$ cat src/hw/rtl/sie_pkg.sv
package sie_pkg;

  // Machine word width of the SIC architecture.
  localparam int unsigned WordBits = 24;

  // Opcode bytes in the SIC encoding.
  localparam logic [7:0] FuncAdd  = 8'h18;
  localparam logic [7:0] FuncSub  = 8'h1C;
  localparam logic [7:0] FuncMul  = 8'h20;
  localparam logic [7:0] FuncDiv  = 8'h24;
  localparam logic [7:0] FuncAnd  = 8'h40;
  localparam logic [7:0] FuncOr   = 8'h44;
  localparam logic [7:0] FuncComp = 8'h28;
  localparam logic [7:0] FuncTix  = 8'h2C;
  localparam logic [7:0] FuncJ    = 8'h3C;
  localparam logic [7:0] FuncJeq  = 8'h30;
  localparam logic [7:0] FuncJgt  = 8'h34;
  localparam logic [7:0] FuncJlt  = 8'h38;
  localparam logic [7:0] FuncJsub = 8'h48;
  localparam logic [7:0] FuncRsub = 8'h4C;
  localparam logic [7:0] FuncLda  = 8'h00;
  localparam logic [7:0] FuncLdx  = 8'h04;
  localparam logic [7:0] FuncLdl  = 8'h08;
  localparam logic [7:0] FuncLdch = 8'h50;
  localparam logic [7:0] FuncSta  = 8'h0C;
  localparam logic [7:0] FuncStx  = 8'h10;
  localparam logic [7:0] FuncStl  = 8'h14;
  localparam logic [7:0] FuncStsw = 8'hE8;
  localparam logic [7:0] FuncStch = 8'h54;
  localparam logic [7:0] FuncTd   = 8'hE0;
  localparam logic [7:0] FuncRd   = 8'hD8;
  localparam logic [7:0] FuncWd   = 8'hDC;

  // Status word codes written by compares.
  localparam logic [WordBits-1:0] SwEqual   = 24'h000001;
  localparam logic [WordBits-1:0] SwGreater = 24'h000002;
  localparam logic [WordBits-1:0] SwLess    = 24'h000004;

  // Masks used by the byte instructions.
  localparam logic [WordBits-1:0] HighMask = 24'hFFFF00;
  localparam logic [WordBits-1:0] LowMask  = 24'h0000FF;

  // Store request kinds.
  localparam logic [1:0] StoreNone = 2'd0;
  localparam logic [1:0] StoreWord = 2'd1;
  localparam logic [1:0] StoreByte = 2'd2;

  // Decoded operation classes passed from decode to execute.
  typedef enum logic [4:0] {
    OP_ADD, OP_SUB, OP_MUL, OP_DIV, OP_AND, OP_OR, OP_COMP, OP_TIX,
    OP_J, OP_JEQ, OP_JGT, OP_JLT, OP_JSUB, OP_RSUB,
    OP_LDA, OP_LDX, OP_LDL, OP_LDCH,
    OP_STA, OP_STX, OP_STL, OP_STSW, OP_STCH,
    OP_TD, OP_RD, OP_WD, OP_BAD
  } op_e;

  localparam int unsigned OpBits = $bits(op_e);

  // Signed compare of two words, giving the status code.
  function automatic logic [WordBits-1:0] cmp_code(input logic [WordBits-1:0] a,
                                                   input logic [WordBits-1:0] b);
    logic [WordBits-1:0] code;
    if (a == b) begin
      code = SwEqual;
    end else if ($signed(a) > $signed(b)) begin
      code = SwGreater;
    end else begin
      code = SwLess;
    end
    return code;
  endfunction

endpackage

$ cat src/hw/rtl/sie_queue.sv
module sie_queue #(
  parameter int unsigned Width = 8
) (
  input  logic             clk_i,
  input  logic             rst_ni,
  input  logic             push_i,
  input  logic [Width-1:0] data_i,
  output logic             full_o,
  input  logic             pop_i,
  output logic             empty_o,
  output logic [Width-1:0] data_o
);

  localparam int unsigned Depth   = 2;
  localparam int unsigned PtrBits = $clog2(Depth);

  logic [Width-1:0]   mem_q [Depth];
  logic [PtrBits-1:0] wr_ptr_q, wr_ptr_d;
  logic [PtrBits-1:0] rd_ptr_q, rd_ptr_d;
  logic [PtrBits:0]   count_q, count_d;

  assign full_o  = (count_q == (PtrBits+1)'(Depth));
  assign empty_o = (count_q == '0);
  assign data_o  = mem_q[rd_ptr_q];

  // Pointer and fill count update; push and pop are gated by the caller.
  always_comb begin
    wr_ptr_d = wr_ptr_q;
    rd_ptr_d = rd_ptr_q;
    count_d  = count_q;
    if (push_i) begin
      wr_ptr_d = wr_ptr_q + 1'b1;
    end
    if (pop_i) begin
      rd_ptr_d = rd_ptr_q + 1'b1;
    end
    if (push_i && !pop_i) begin
      count_d = count_q + 1'b1;
    end else if (!push_i && pop_i) begin
      count_d = count_q - 1'b1;
    end
  end

  always_ff @(posedge clk_i or negedge rst_ni) begin
    if (!rst_ni) begin
      wr_ptr_q <= '0;
      rd_ptr_q <= '0;
      count_q  <= '0;
    end else begin
      wr_ptr_q <= wr_ptr_d;
      rd_ptr_q <= rd_ptr_d;
      count_q  <= count_d;
    end
  end

  // Entry storage.
  always_ff @(posedge clk_i) begin
    if (push_i) begin
      mem_q[wr_ptr_q] <= data_i;
    end
  end

endmodule

$ cat src/hw/rtl/sie_decode.sv
module sie_decode #(
  parameter int unsigned AddrBits = 15,
  parameter int unsigned InBits   = 80,
  parameter int unsigned EntBits  = 81
) (
  input  logic               tvalid_i,
  output logic               tready_o,
  input  logic [InBits-1:0]  tdata_i,
  input  logic               full_i,
  output logic               push_o,
  output logic [EntBits-1:0] entry_o
);

  import sie_pkg::*;

  localparam int unsigned OffTa    = 8;
  localparam int unsigned OffM     = OffTa + AddrBits;
  localparam int unsigned OffNpc   = OffM + WordBits;
  localparam int unsigned OffRbyte = OffNpc + AddrBits;
  localparam int unsigned OffTcode = OffRbyte + 8;

  logic [7:0] func;
  op_e        op;

  assign func = tdata_i[7:0];

  // Opcode byte to operation class.
  always_comb begin
    case (func)
      FuncAdd:  op = OP_ADD;
      FuncSub:  op = OP_SUB;
      FuncMul:  op = OP_MUL;
      FuncDiv:  op = OP_DIV;
      FuncAnd:  op = OP_AND;
      FuncOr:   op = OP_OR;
      FuncComp: op = OP_COMP;
      FuncTix:  op = OP_TIX;
      FuncJ:    op = OP_J;
      FuncJeq:  op = OP_JEQ;
      FuncJgt:  op = OP_JGT;
      FuncJlt:  op = OP_JLT;
      FuncJsub: op = OP_JSUB;
      FuncRsub: op = OP_RSUB;
      FuncLda:  op = OP_LDA;
      FuncLdx:  op = OP_LDX;
      FuncLdl:  op = OP_LDL;
      FuncLdch: op = OP_LDCH;
      FuncSta:  op = OP_STA;
      FuncStx:  op = OP_STX;
      FuncStl:  op = OP_STL;
      FuncStsw: op = OP_STSW;
      FuncStch: op = OP_STCH;
      FuncTd:   op = OP_TD;
      FuncRd:   op = OP_RD;
      FuncWd:   op = OP_WD;
      default:  op = OP_BAD;
    endcase
  end

  // Accept a beat whenever the queue has room.
  assign tready_o = !full_i;
  assign push_o   = tvalid_i && !full_i;

  // Queue entry, lowest bits first: op, target, operand, next pc, read byte, test code.
  assign entry_o = {tdata_i[OffTcode +: 3],
                    tdata_i[OffRbyte +: 8],
                    tdata_i[OffNpc +: AddrBits],
                    tdata_i[OffM +: WordBits],
                    tdata_i[OffTa +: AddrBits],
                    op};

endmodule

$ cat src/hw/rtl/sie_execute.sv
module sie_execute #(
  parameter int unsigned AddrBits = 15,
  parameter int unsigned EntBits  = 81
) (
  input  logic                clk_i,
  input  logic                rst_ni,
  input  logic                empty_i,
  input  logic [EntBits-1:0]  entry_i,
  output logic                pop_o,
  output logic                out_valid_o,
  input  logic                out_ready_i,
  output logic [AddrBits-1:0] new_pc_o,
  output logic [1:0]          store_kind_o,
  output logic [AddrBits-1:0] store_addr_o,
  output logic [23:0]         store_data_o,
  output logic                dev_write_o,
  output logic [7:0]          dev_id_o,
  output logic [7:0]          dev_data_o,
  output logic                dev_read_o,
  output logic                div_by_zero_o,
  output logic                bad_opcode_o
);

  import sie_pkg::*;

  typedef enum logic [1:0] {
    ST_IDLE,
    ST_DIV,
    ST_FIN
  } state_e;

  localparam int unsigned CntBits = $clog2(WordBits);
  localparam int unsigned OffTa    = OpBits;
  localparam int unsigned OffM     = OffTa + AddrBits;
  localparam int unsigned OffNpc   = OffM + WordBits;
  localparam int unsigned OffRbyte = OffNpc + AddrBits;
  localparam int unsigned OffTcode = OffRbyte + 8;

  // Unpacked queue entry.
  op_e                 op;
  logic [AddrBits-1:0] ta;
  logic [WordBits-1:0] m;
  logic [AddrBits-1:0] npc;
  logic [7:0]          rbyte;
  logic [2:0]          tcode;
  logic [7:0]          mbyte;

  assign op    = op_e'(entry_i[OpBits-1:0]);
  assign ta    = entry_i[OffTa +: AddrBits];
  assign m     = entry_i[OffM +: WordBits];
  assign npc   = entry_i[OffNpc +: AddrBits];
  assign rbyte = entry_i[OffRbyte +: 8];
  assign tcode = entry_i[OffTcode +: 3];
  assign mbyte = m[WordBits-1 -: 8];

  state_e state_q, state_d;

  // Architectural registers.
  logic [WordBits-1:0] acc_q, acc_d;
  logic [WordBits-1:0] idx_q, idx_d;
  logic [WordBits-1:0] lnk_q, lnk_d;
  logic [WordBits-1:0] sw_q, sw_d;

  // Divider registers.
  logic [WordBits-1:0] rem_q, rem_d;
  logic [WordBits-1:0] quo_q, quo_d;
  logic [WordBits-1:0] dvs_q, dvs_d;
  logic                neg_q, neg_d;
  logic [CntBits-1:0]  cnt_q, cnt_d;

  // Output register.
  logic                out_valid_q, out_valid_d;
  logic [AddrBits-1:0] new_pc_q, new_pc_d;
  logic [1:0]          skind_q, skind_d;
  logic [AddrBits-1:0] saddr_q, saddr_d;
  logic [WordBits-1:0] sdata_q, sdata_d;
  logic                dwr_q, dwr_d;
  logic [7:0]          did_q, did_d;
  logic [7:0]          ddata_q, ddata_d;
  logic                drd_q, drd_d;
  logic                dz_q, dz_d;
  logic                bad_q, bad_d;

  logic [2*WordBits-1:0] prod;
  logic [WordBits-1:0]   idx_inc;
  logic [WordBits:0]     rem_shift;
  logic                  rem_ge;
  logic [WordBits-1:0]   acc_mag;
  logic [WordBits-1:0]   m_mag;

  assign prod      = {{WordBits{1'b0}}, acc_q} * {{WordBits{1'b0}}, m};
  assign idx_inc   = idx_q + 1'b1;
  assign acc_mag   = acc_q[WordBits-1] ? (~acc_q + 1'b1) : acc_q;
  assign m_mag     = m[WordBits-1] ? (~m + 1'b1) : m;
  assign rem_shift = {rem_q, quo_q[WordBits-1]};
  assign rem_ge    = (rem_shift >= {1'b0, dvs_q});

  // A new instruction leaves the queue while idle, once the output register frees up.
  assign pop_o = (state_q == ST_IDLE) && !empty_i && (!out_valid_q || out_ready_i);

  // Next-state logic for control, registers and the result beat.
  always_comb begin
    state_d     = state_q;
    acc_d       = acc_q;
    idx_d       = idx_q;
    lnk_d       = lnk_q;
    sw_d        = sw_q;
    rem_d       = rem_q;
    quo_d       = quo_q;
    dvs_d       = dvs_q;
    neg_d       = neg_q;
    cnt_d       = cnt_q;
    out_valid_d = out_valid_q && !out_ready_i;
    new_pc_d    = new_pc_q;
    skind_d     = skind_q;
    saddr_d     = saddr_q;
    sdata_d     = sdata_q;
    dwr_d       = dwr_q;
    did_d       = did_q;
    ddata_d     = ddata_q;
    drd_d       = drd_q;
    dz_d        = dz_q;
    bad_d       = bad_q;

    case (state_q)
      ST_IDLE: begin
        if (pop_o) begin
          out_valid_d = 1'b1;
          new_pc_d    = npc;
          skind_d     = StoreNone;
          saddr_d     = '0;
          sdata_d     = '0;
          dwr_d       = 1'b0;
          did_d       = mbyte;
          ddata_d     = '0;
          drd_d       = 1'b0;
          dz_d        = 1'b0;
          bad_d       = 1'b0;
          case (op)
            OP_ADD:  acc_d = acc_q + m;
            OP_SUB:  acc_d = acc_q - m;
            OP_MUL:  acc_d = prod[WordBits-1:0];
            OP_DIV: begin
              if (m == '0) begin
                dz_d = 1'b1;
              end else begin
                // Hold the beat back until the quotient is known.
                out_valid_d = 1'b0;
                rem_d       = '0;
                quo_d       = acc_mag;
                dvs_d       = m_mag;
                neg_d       = acc_q[WordBits-1] ^ m[WordBits-1];
                cnt_d       = '0;
                state_d     = ST_DIV;
              end
            end
            OP_AND:  acc_d = acc_q & m;
            OP_OR:   acc_d = acc_q | m;
            OP_COMP: sw_d = cmp_code(acc_q, m);
            OP_TIX: begin
              idx_d = idx_inc;
              sw_d  = cmp_code(idx_inc, m);
            end
            OP_J:    new_pc_d = ta;
            OP_JEQ: begin
              if (sw_q == SwEqual) begin
                new_pc_d = ta;
              end
            end
            OP_JGT: begin
              if (sw_q == SwGreater) begin
                new_pc_d = ta;
              end
            end
            OP_JLT: begin
              if (sw_q == SwLess) begin
                new_pc_d = ta;
              end
            end
            OP_JSUB: begin
              lnk_d    = WordBits'(npc);
              new_pc_d = ta;
            end
            OP_RSUB: new_pc_d = lnk_q[AddrBits-1:0];
            OP_LDA:  acc_d = m;
            OP_LDX:  idx_d = m;
            OP_LDL:  lnk_d = m;
            OP_LDCH: acc_d = (acc_q & HighMask) | WordBits'(mbyte);
            OP_STA: begin
              skind_d = StoreWord;
              saddr_d = ta;
              sdata_d = acc_q;
            end
            OP_STX: begin
              skind_d = StoreWord;
              saddr_d = ta;
              sdata_d = idx_q;
            end
            OP_STL: begin
              skind_d = StoreWord;
              saddr_d = ta;
              sdata_d = lnk_q;
            end
            OP_STSW: begin
              skind_d = StoreWord;
              saddr_d = ta;
              sdata_d = sw_q;
            end
            OP_STCH: begin
              skind_d = StoreByte;
              saddr_d = ta;
              sdata_d = acc_q & LowMask;
            end
            OP_TD:   sw_d = WordBits'(tcode);
            OP_RD: begin
              acc_d = (acc_q & HighMask) | WordBits'(rbyte);
              drd_d = 1'b1;
            end
            OP_WD: begin
              dwr_d   = 1'b1;
              ddata_d = acc_q[7:0];
            end
            default: bad_d = 1'b1;
          endcase
        end
      end
      ST_DIV: begin
        // Restoring division, one quotient bit per cycle.
        rem_d = rem_ge ? WordBits'(rem_shift - {1'b0, dvs_q}) : rem_shift[WordBits-1:0];
        quo_d = {quo_q[WordBits-2:0], rem_ge};
        cnt_d = cnt_q + 1'b1;
        if (cnt_q == CntBits'(WordBits - 1)) begin
          state_d = ST_FIN;
        end
      end
      ST_FIN: begin
        // Apply the sign and release the beat prepared at issue.
        acc_d       = neg_q ? (~quo_q + 1'b1) : quo_q;
        out_valid_d = 1'b1;
        state_d     = ST_IDLE;
      end
      default: state_d = ST_IDLE;
    endcase
  end

  always_ff @(posedge clk_i or negedge rst_ni) begin
    if (!rst_ni) begin
      state_q     <= ST_IDLE;
      acc_q       <= '0;
      idx_q       <= '0;
      lnk_q       <= '0;
      sw_q        <= '0;
      rem_q       <= '0;
      quo_q       <= '0;
      dvs_q       <= '0;
      neg_q       <= 1'b0;
      cnt_q       <= '0;
      out_valid_q <= 1'b0;
      new_pc_q    <= '0;
      skind_q     <= StoreNone;
      saddr_q     <= '0;
      sdata_q     <= '0;
      dwr_q       <= 1'b0;
      did_q       <= '0;
      ddata_q     <= '0;
      drd_q       <= 1'b0;
      dz_q        <= 1'b0;
      bad_q       <= 1'b0;
    end else begin
      state_q     <= state_d;
      acc_q       <= acc_d;
      idx_q       <= idx_d;
      lnk_q       <= lnk_d;
      sw_q        <= sw_d;
      rem_q       <= rem_d;
      quo_q       <= quo_d;
      dvs_q       <= dvs_d;
      neg_q       <= neg_d;
      cnt_q       <= cnt_d;
      out_valid_q <= out_valid_d;
      new_pc_q    <= new_pc_d;
      skind_q     <= skind_d;
      saddr_q     <= saddr_d;
      sdata_q     <= sdata_d;
      dwr_q       <= dwr_d;
      did_q       <= did_d;
      ddata_q     <= ddata_d;
      drd_q       <= drd_d;
      dz_q        <= dz_d;
      bad_q       <= bad_d;
    end
  end

  assign out_valid_o   = out_valid_q;
  assign new_pc_o      = new_pc_q;
  assign store_kind_o  = skind_q;
  assign store_addr_o  = saddr_q;
  assign store_data_o  = sdata_q;
  assign dev_write_o   = dwr_q;
  assign dev_id_o      = did_q;
  assign dev_data_o    = ddata_q;
  assign dev_read_o    = drd_q;
  assign div_by_zero_o = dz_q;
  assign bad_opcode_o  = bad_q;

endmodule

$ cat src/hw/rtl/sic_instruction_execute.sv
// Execute stage of the 24-bit SIC machine. Each input beat carries one decoded
// instruction; each output beat carries its result: next PC, memory store request,
// device write and error flags. A, X, L and SW live here and reset to zero.
// A two-entry queue separates opcode decode from execution, so the input side
// keeps taking beats while a result waits. Every opcode but a DIV with a nonzero
// divisor gives one beat per cycle while the output is not stalled; such a DIV
// occupies the execute unit for setup, the bit-serial restoring divider and
// sign fix-up. Arithmetic wraps at 24 bits, compares are signed, and
// addresses are ADDR_BITS wide.
module sic_instruction_execute #(
  parameter int unsigned ADDR_BITS = 15
) (
  input  logic                clk_i,
  input  logic                rst_ni,
  input  logic                s_axis_tvalid,
  output logic                s_axis_tready,
  // func[8], target_addr[ADDR_BITS], operand_word[24], next_pc[ADDR_BITS],
  // dev_read_byte[8], dev_test_code[3], zero padding
  input  logic [((43 + 2*ADDR_BITS + 7) / 8) * 8 - 1:0] s_axis_tdata,
  output logic                m_axis_tvalid,
  input  logic                m_axis_tready,
  // new_pc[ADDR_BITS], store_kind[2], store_addr[ADDR_BITS], store_data[24],
  // dev_write[1], dev_id[8], dev_data[8], dev_read[1], div_by_zero[1],
  // bad_opcode[1], zero padding
  output logic [((46 + 2*ADDR_BITS + 7) / 8) * 8 - 1:0] m_axis_tdata
);

  import sie_pkg::*;

  localparam int unsigned InBits  = ((43 + 2*ADDR_BITS + 7) / 8) * 8;
  localparam int unsigned OutBits = ((46 + 2*ADDR_BITS + 7) / 8) * 8;
  localparam int unsigned OutUsed = 46 + 2*ADDR_BITS;
  localparam int unsigned EntBits = OpBits + 2*ADDR_BITS + WordBits + 8 + 3;

  logic               push;
  logic               pop;
  logic               full;
  logic               empty;
  logic [EntBits-1:0] entry_in;
  logic [EntBits-1:0] entry_out;

  logic [ADDR_BITS-1:0] new_pc;
  logic [1:0]           store_kind;
  logic [ADDR_BITS-1:0] store_addr;
  logic [23:0]          store_data;
  logic                 dev_write;
  logic [7:0]           dev_id;
  logic [7:0]           dev_data;
  logic                 dev_read;
  logic                 div_by_zero;
  logic                 bad_opcode;

  // Front: accept beats and classify the opcode.
  sie_decode #(
    .AddrBits(ADDR_BITS),
    .InBits  (InBits),
    .EntBits (EntBits)
  ) u_decode (
    .tvalid_i(s_axis_tvalid),
    .tready_o(s_axis_tready),
    .tdata_i (s_axis_tdata),
    .full_i  (full),
    .push_o  (push),
    .entry_o (entry_in)
  );

  // Decoupling queue between decode and execute.
  sie_queue #(
    .Width(EntBits)
  ) u_queue (
    .clk_i  (clk_i),
    .rst_ni (rst_ni),
    .push_i (push),
    .data_i (entry_in),
    .full_o (full),
    .pop_i  (pop),
    .empty_o(empty),
    .data_o (entry_out)
  );

  // Back: register file, divider and output register.
  sie_execute #(
    .AddrBits(ADDR_BITS),
    .EntBits (EntBits)
  ) u_execute (
    .clk_i        (clk_i),
    .rst_ni       (rst_ni),
    .empty_i      (empty),
    .entry_i      (entry_out),
    .pop_o        (pop),
    .out_valid_o  (m_axis_tvalid),
    .out_ready_i  (m_axis_tready),
    .new_pc_o     (new_pc),
    .store_kind_o (store_kind),
    .store_addr_o (store_addr),
    .store_data_o (store_data),
    .dev_write_o  (dev_write),
    .dev_id_o     (dev_id),
    .dev_data_o   (dev_data),
    .dev_read_o   (dev_read),
    .div_by_zero_o(div_by_zero),
    .bad_opcode_o (bad_opcode)
  );

  // Pack the result beat, first field in the lowest bits.
  assign m_axis_tdata = {{(OutBits - OutUsed){1'b0}},
                         bad_opcode, div_by_zero, dev_read, dev_data, dev_id,
                         dev_write, store_data, store_addr, store_kind, new_pc};

endmodule
$ cat config.mk
export PLATFORM = sky130hd
export DESIGN_NAME = sic_instruction_execute
export DESIGN_NICKNAME = d
export VERILOG_FILES = /design/src/hw/rtl/sie_pkg.sv /design/src/hw/rtl/sie_queue.sv /design/src/hw/rtl/sie_decode.sv /design/src/hw/rtl/sie_execute.sv /design/src/hw/rtl/sic_instruction_execute.sv
export SDC_FILE = /design/constraint.sdc
export NUM_CORES = 2
export LEC_CHECK = 0
export BUFFER_PORTS_ARGS = -buffer_cell sky130_fd_sc_hd__buf_2
export CAP_MARGIN = 40
export CORE_MARGIN = 5
export CORE_UTILIZATION = 48
export DETAILED_ROUTE_END_ITERATION = 6
export GPL_TIMING_DRIVEN = 0
export PLACE_DENSITY = 0.71
export RECOVER_POWER = 50
export SETUP_SLACK_MARGIN = 0.15
export SLEW_MARGIN = 20
export SYNTH_ARGS = -nofsm -noshare
export SYNTH_HDL_FRONTEND = slang
export SYNTH_SLANG_ARGS = --single-unit
$ cat constraint.sdc
create_clock -name clk_i -period 9.6 [get_ports clk_i]
set_input_delay 0.96 -clock clk_i [delete_from_list [all_inputs] [get_ports clk_i]]
set_output_delay 0.96 -clock clk_i [all_outputs]
set_load 0.02 [all_outputs]
Word level (Yosys, flattened, before mapping). Memory sizes are Yosys's and may differ from the RTL's. Cells that the tools add are included.

Bitwise operators: 9. Reduce and logical (&&, ||, !) cells: 36. Order comparisons: 3. Muxes and demuxes: 52. Add/sub/neg operators: 12. Equal/unequal tests: 64. Shift-type cells: 0. Multipliers: 1. Div/mod/pow operators: 0.

Operators with widths (count): $mux W24 (13); $pmux W24 S2 (5); $pmux W24 S8 (1); $pmux W5 S26 (1); $pmux W24 S5 (1); $add A24 B1 Y24 const B (4); $pmux W15 S5 (1); $not A24 Y24 (3); $pmux W24 S3 (1); $eq A8 B6 Y1 const B (8); $mux W15 (4); $eq A5 B5 Y1 const B (11); $eq A24 B24 Y1 (2); $eq A8 B7 Y1 const B (6); $gt A24 B24 Y1 (2); $or A24 B8 Y24 (2); $sub A24 B24 Y24 (2); $eq A5 B4 Y1 const B (8); $eq A8 B5 Y1 const B (4); $eq A8 B8 Y1 const B (4); $reduce_or A26 Y1 (1); $ge A25 B24 Y1 (1); $add A24 B24 Y24 (1); $and A24 B24 Y24 (1); other kinds (44) (90).

Bits in registers: 257. Memory bits (read-only): 0. Memories kept: 1. Latch bits: 0. Input bits: 84. Memory bits (writable): 140.

Memory list: u_queue.mem_q (depth 2, bits a word 70, rd ports 1, clocked after memory_dff 0, wr ports 1, RTL line sie_queue.sv:17) `logic [Width-1:0] mem_q [Depth];`.

Depth between registers and ports, before layout.
Word-level depth: 7. Depth in mapped cells: 32. Gate-level depth less buffers: 27.

Modules after synthesis. Synthesis repeated with hierarchy kept, for this count alone.

Cell total of the unflattened synthesis: 3528. Area total of the unflattened synthesis: 32683.8 um2.

Modules (own cells, without submodules): sie_execute (cells an instance 3165, area each 26165.1 um2, sequential area each 5805.6 um2, instances 1); sie_queue (cells an instance 234, area each 5589.1 um2, sequential area each 4304.1 um2, instances 1); sie_decode (cells an instance 120, area each 865.8 um2, sequential area each 0.0 um2, instances 1); sic_instruction_execute (cells an instance 9, area each 63.8 um2, sequential area each 0.0 um2, instances 1).

Worst setup path after synthesis. Ideal clock, no wire load.

Kind: flip-flop to flip-flop. Start point: register u_queue.rd_ptr_q. End point: register u_execute.acc_q[20]. Stages on the path, launching flop included: 32. Setup slack: 2273 ps. Library setup time: 82 ps. Path buffers: 5. Arrival: 7245 ps. Required time: 9518 ps. Clock period less this slack: 7327 ps. Cells stage by stage: dfrtp_1 > buf_6 > buf_8 > buf_8 > mux2i_1 > buf_2 > inv_1 > buf_1 > ha_1 > inv_1 > fa_1 > inv_1 > fa_1 > inv_1 > fa_1 > inv_1 > ha_1 > fa_1 > fa_1 > inv_1 > fa_1 > inv_1 > ha_1 > inv_1 > o21ai_0 > a211oi_1 > a211oi_1 > a31oi_1 > or4b_1 > and3_1 > a211o_1 > o22ai_1.

Word-level cells in the longest chain between the ends: 5. Elaborated cells on any way between the ends: 19. Classes of those cells: 2 x add/sub; 1 x mul; 8 x eq/ne; 3 x mux; 2 x bitwise; 2 x reduce/logical; 1 x memory.

RTL lines: start: declaration (RTL line sie_queue.sv:19) `logic [PtrBits-1:0] rd_ptr_q, rd_ptr_d;`; start signal: assignment (RTL line sie_queue.sv:51) `rd_ptr_q <= rd_ptr_d;`; $mem_v2 Z2 W70 (*); $mul A24 B24 Y24, or another cell as far along (RTL line sie_execute.sv:91) `assign prod = {{WordBits{1'b0}}, acc_q} * {{WordBits{1'b0}}, m};`; $pmux W24 S8 (RTL line sie_execute.sv:139) `case (op)`; $mux W24 (RTL line sie_execute.sv:127) `if (pop_o) begin`; $pmux W24 S2 (RTL line sie_execute.sv:125) `case (state_q)`; end signal: assignment (RTL line sie_execute.sv:249) `acc_q <= '0;`; end signal: assignment (RTL line sie_execute.sv:271) `acc_q <= acc_d;`; end: declaration (RTL line sie_execute.sv:59) `logic [WordBits-1:0] acc_q, acc_d;`.

Every way passes the cells marked *; elsewhere a longest branch is shown, timed or not. The select of a mux whose other input is x is not followed. A chain may end at the register's enable or synchronous reset.

Worst setup path in the final report.
Start point: register u_queue.rd_ptr_q. End point: register u_execute.acc_q[22].

The elaborated chain is that of the path after synthesis.

==> results.md <==
- The total setup buffers inserted after CTS is 0.
- The initial cell density of the core is 48.2%.
- The mapped netlist covers 31600 um^2.
- The tightest min-delay check is of the reg2reg type.
- The actual transition at the worst max-transition pin is 5.26 ns.
- The total negative slack is 0 ns.
- The congestion estimate from routability-driven global placement came to 1.09.
- The initial antenna violation count is 8.
- The area share of the largest cell type after synthesis is 18.7%.
- The maximum number of pins on one net before global-route repair is 98.
- The H-tree depth is 2.
- Detailed routing inserted a total of 28500 vias.
- Dividing the detail-routed wire length by the instance count gives 26.5 um.
- The number of global-route vias before repair is 28200.
- The number of failing setup endpoints in the final timing report is 0.
- Clock tree synthesis inserted a total of 41 buffers.
- The number of failing hold endpoints at the final stage is 0.
- The post-detailed-route via-to-cell ratio is 6.18.
- Static timing analysis puts the maximum clock frequency at 108 MHz.
- The clock period minus worst slack is 9.25 ns.
- Across every metal layer, demand over resource in global routing totals 33.6%.
- The number of DRC markers after the initial detailed-route iteration is 3996.
- For this run, the leading register cell type out of synthesis is dfrtp_1.
- Row generation in the floorplan step produced 94 rows.
- The number of placed I/O pins is 166.
- The biggest area consumer among synthesized cells is dfrtp_1.
- The area of the die is 71000 um^2.
- The first global-routing pass estimated 179000 um of wire.
- The TritonCTS clock tree is yes.
- At the end of the flow the core is filled with cells to 54.0%.
- Setup repair after global routing left no endpoint under its margin.
- The half-perimeter wire length of the detailed placement result is 95400 um.
- The max-cap check violation count is 4.
- During placement, the flow inserted port buffers numbering 151.
- The area growth from synthesis to layout is 11.9%.
- The die outline height is 267 um.
- The number of standard cells after synthesis is 3464.
- The number of max-slew violations in the final report was 285.
- Averaged over all synthesized cells, the footprint is 9.12 um^2.
- Clock tree synthesis found a total of 376 sinks.
- The fraction of final layout cells with drive strength greater than 1 is 9.26%.
- The endpoint kind of the worst setup timing path is a flop.
- The number of nets in the finished design is 4217.
- The leading cell type in the layout, fill and taps excluded is nand2_1.
- Sequential cells were found to cover 32.0% of the synthesized design area.
- The post-route DRC violation count is 14.
- During synthesis, Yosys emitted a total of 0 warnings.
- By area the synthesized netlist is led by dfrtp_1 19%, fa_1 14%, edfxtp_1 13%, ha_1 8.3%, nand2_1 4.6%.
- At the worst endpoint, the required time is 10.04 ns.
- In this run the worst path has a maximum fanout of 10.
- The aggregate global routing overflow is 0.
- The clock insertion delay at the later pin of the skew report is 0.60 ns.
- The instance area after placement is 34000 um^2.
- The run finished, with violations left.
- The count of flip-flops with a built-in enable after synthesis is 140.
- The buffer type at the clock tree root is clkbuf_16.
- The total area inside the core boundary comes to 65500 um^2.
- The checks that failed: design-rule violations, max-capacitance violations, max-slew violations.
- The async set-reset flop share out of synthesis is 62.8%.
- After clock tree synthesis, the clock-pin slew on the worst setup and hold paths is 0.06 ns.
- At the worst endpoint, the arrival time is 9.70 ns.
- The sort of element at the start of the critical path is a flop.
- The remaining number of nets flagged by the antenna check after routing is 0.
- The worst setup path is of the reg2reg kind.
- In this run, distinct cell masters in the synthesized netlist total 90.
- Synthesis inferred 376 register bits.
- Leaving out fill and tap cells, the most frequent cells in the layout are 383 x nand2_1, 380 x inv_1, 353 x nor2_1, 257 x o21ai_0, 236 x dfrtp_1.
- The count of TritonRoute iterations in the first routing pass is 7.
- For this block, the routed nets add up to 122000 um of wire.
- In this run the deepest clock path goes through 3 buffers.
- The relative slew slack is -251%.
- The period utilization is 96.4%.
- The clock skew is 0.0392 ns.
- The horizontal extent of the die is 267 um.
- The final instance area is 35400 um^2.
[final timing paths]
path,start,endpoint,slack (ns),cells after the start
max,u_queue.rd_ptr_q$_DFFE_PN0P_,u_execute.acc_q[22]$_DFFE_PN0P_,0.35,27
min,u_execute.store_data_o[2]$_DFFE_PN0P_,u_execute.store_data_o[2]$_DFFE_PN0P_,0.48,1
max reg2reg,u_queue.rd_ptr_q$_DFFE_PN0P_,u_execute.acc_q[22]$_DFFE_PN0P_,0.35,27
min reg2reg,u_execute.store_data_o[2]$_DFFE_PN0P_,u_execute.store_data_o[2]$_DFFE_PN0P_,0.48,1
max in group asynchronous,rst_ni,u_execute.store_data_o[2]$_DFFE_PN0P_,1.86,2
min in group asynchronous,rst_ni,u_execute.cnt_q[2]$_DFFE_PN0P_,1.43,1
[per-layer routing]
metal / vias up / wire [um] / global-route usage, %
met2: 1899 / 50900 / 49.1
li1: 12300 / - / -
met1: 13700 / 45800 / 43.5
met4: 6 / 9770 / 19.9
met5: - / 52 / 0
met3: 542 / 15600 / 11.3
[worst max-delay path: stages, from the launching register on]
cell      delay (ns)
dfrtp_1         0.34
buf_6           0.18
buf_6           0.20
mux2i_1         0.61
clkbuf_1        0.71
inv_1           0.56
nand2_1         0.22
fa_1            0.43
inv_1           0.08
fa_1            0.42
inv_1           0.08
fa_1            0.40
inv_1           0.09
fa_1            0.44
fa_1            0.50
fa_1            0.50
inv_1           0.06
fa_1            0.47
inv_1           0.06
ha_1            0.33
nor2b_1         0.18
and3_1          0.24
a311oi_1        0.43
buf_2           0.28
o21ai_1         0.23
a2111o_1        0.45
a311oi_1        0.46
a31oi_1         0.15
[Yosys cell counts (12+ instances only)]
cell type	number
nand4_1	20
clkbuf_1	140
xor2_1	37
nand2_1	383
mux2i_1	87
ha_1	209
nand2b_1	25
o211ai_1	18
o21ai_0	259
a21oi_1	150
o22ai_1	48
buf_4	13
a222oi_1	23
a31oi_1	22
nor2_1	353
nor4_1	22
a211oi_1	23
a221o_1	21
nor2b_1	20
buf_2	31
a21o_1	33
o21bai_1	16
or3_1	12
dfrtp_1	236
edfxtp_1	140
o21a_1	18
xnor2_1	161
a221oi_1	23
inv_1	380
a22oi_1	14
fa_1	216
nand3_1	38
nor3_1	39
clkinv_1	14
o31ai_1	21
a22o_1	12
o221ai_1	12
[per-stage QoR]
step,std cells,setup WS (ns),hold WS (ns)
5_1_grt,4603,0.153,0.509
6_report,4606,0.348,0.477
4_1_cts,4598,0.234,0.303
3_3_place_gp,4482,-0.429,0.456
2_1_floorplan,3467,2.27,0.450
3_5_place_dp,4525,0.286,0.465
[timing repair]
item,in CTS,in global routing
hold endpoints to repair,0,0
hold buffers,0,0
resized for setup,0,7
endpoints found under the setup margin,0,7
[kinds of logic after synthesis]
| group | after synthesis | synth area share (%) |
|---|---|---|
| AO/OA/AOI/OAI | 799 | 16.4 |
| buffers and inverters | 602 | 7.55 |
| flip-flops | 376 | 32.0 |
| AND/OR/NAND/NOR | 961 | 13.1 |
| multiplexers | 102 | 3.42 |
| adder cells (fa/ha/maj) | 425 | 22.0 |
| XOR/XNOR | 198 | 5.49 |
| other | 1 | 0.0119 |
[state kept, by name, indices dropped and copies added (netlist names), 2 cells and up]
name                    flops
u_execute.dev_data_o        8
u_execute.store_data_o     24
u_execute.store_addr_o     15
u_execute.sw_q              3
u_execute.acc_q            24
u_queue.count_q             2
u_execute.rem_q            24
u_execute.dvs_q            24
u_execute.idx_q            24
u_execute.cnt_q             5
u_execute.quo_q            24
u_execute.dev_id_o          8
u_queue.mem_q             140
u_execute.lnk_q            24
u_execute.store_kind_o      2
u_execute.new_pc_o         15
u_execute.state_q           2
[area by class of cell]
class / count / area, um^2
Clock inverter: 22 / 280
Timing Repair Buffer: 198 / 1240
Inverter: 404 / 1520
Antenna cell: 4 / 10.0
Buffer: 198 / 875
Fill cell: 6032 / 30200
Clock buffer: 51 / 1130
Sequential cell: 376 / 10100
Tap cell: 864 / 1080
Multi-Input combinational cell: 2489 / 19100
Power is left out: the tool's default activity adds up to more than one toggle a clock period on the data nets, which glitch-free logic cannot reach.
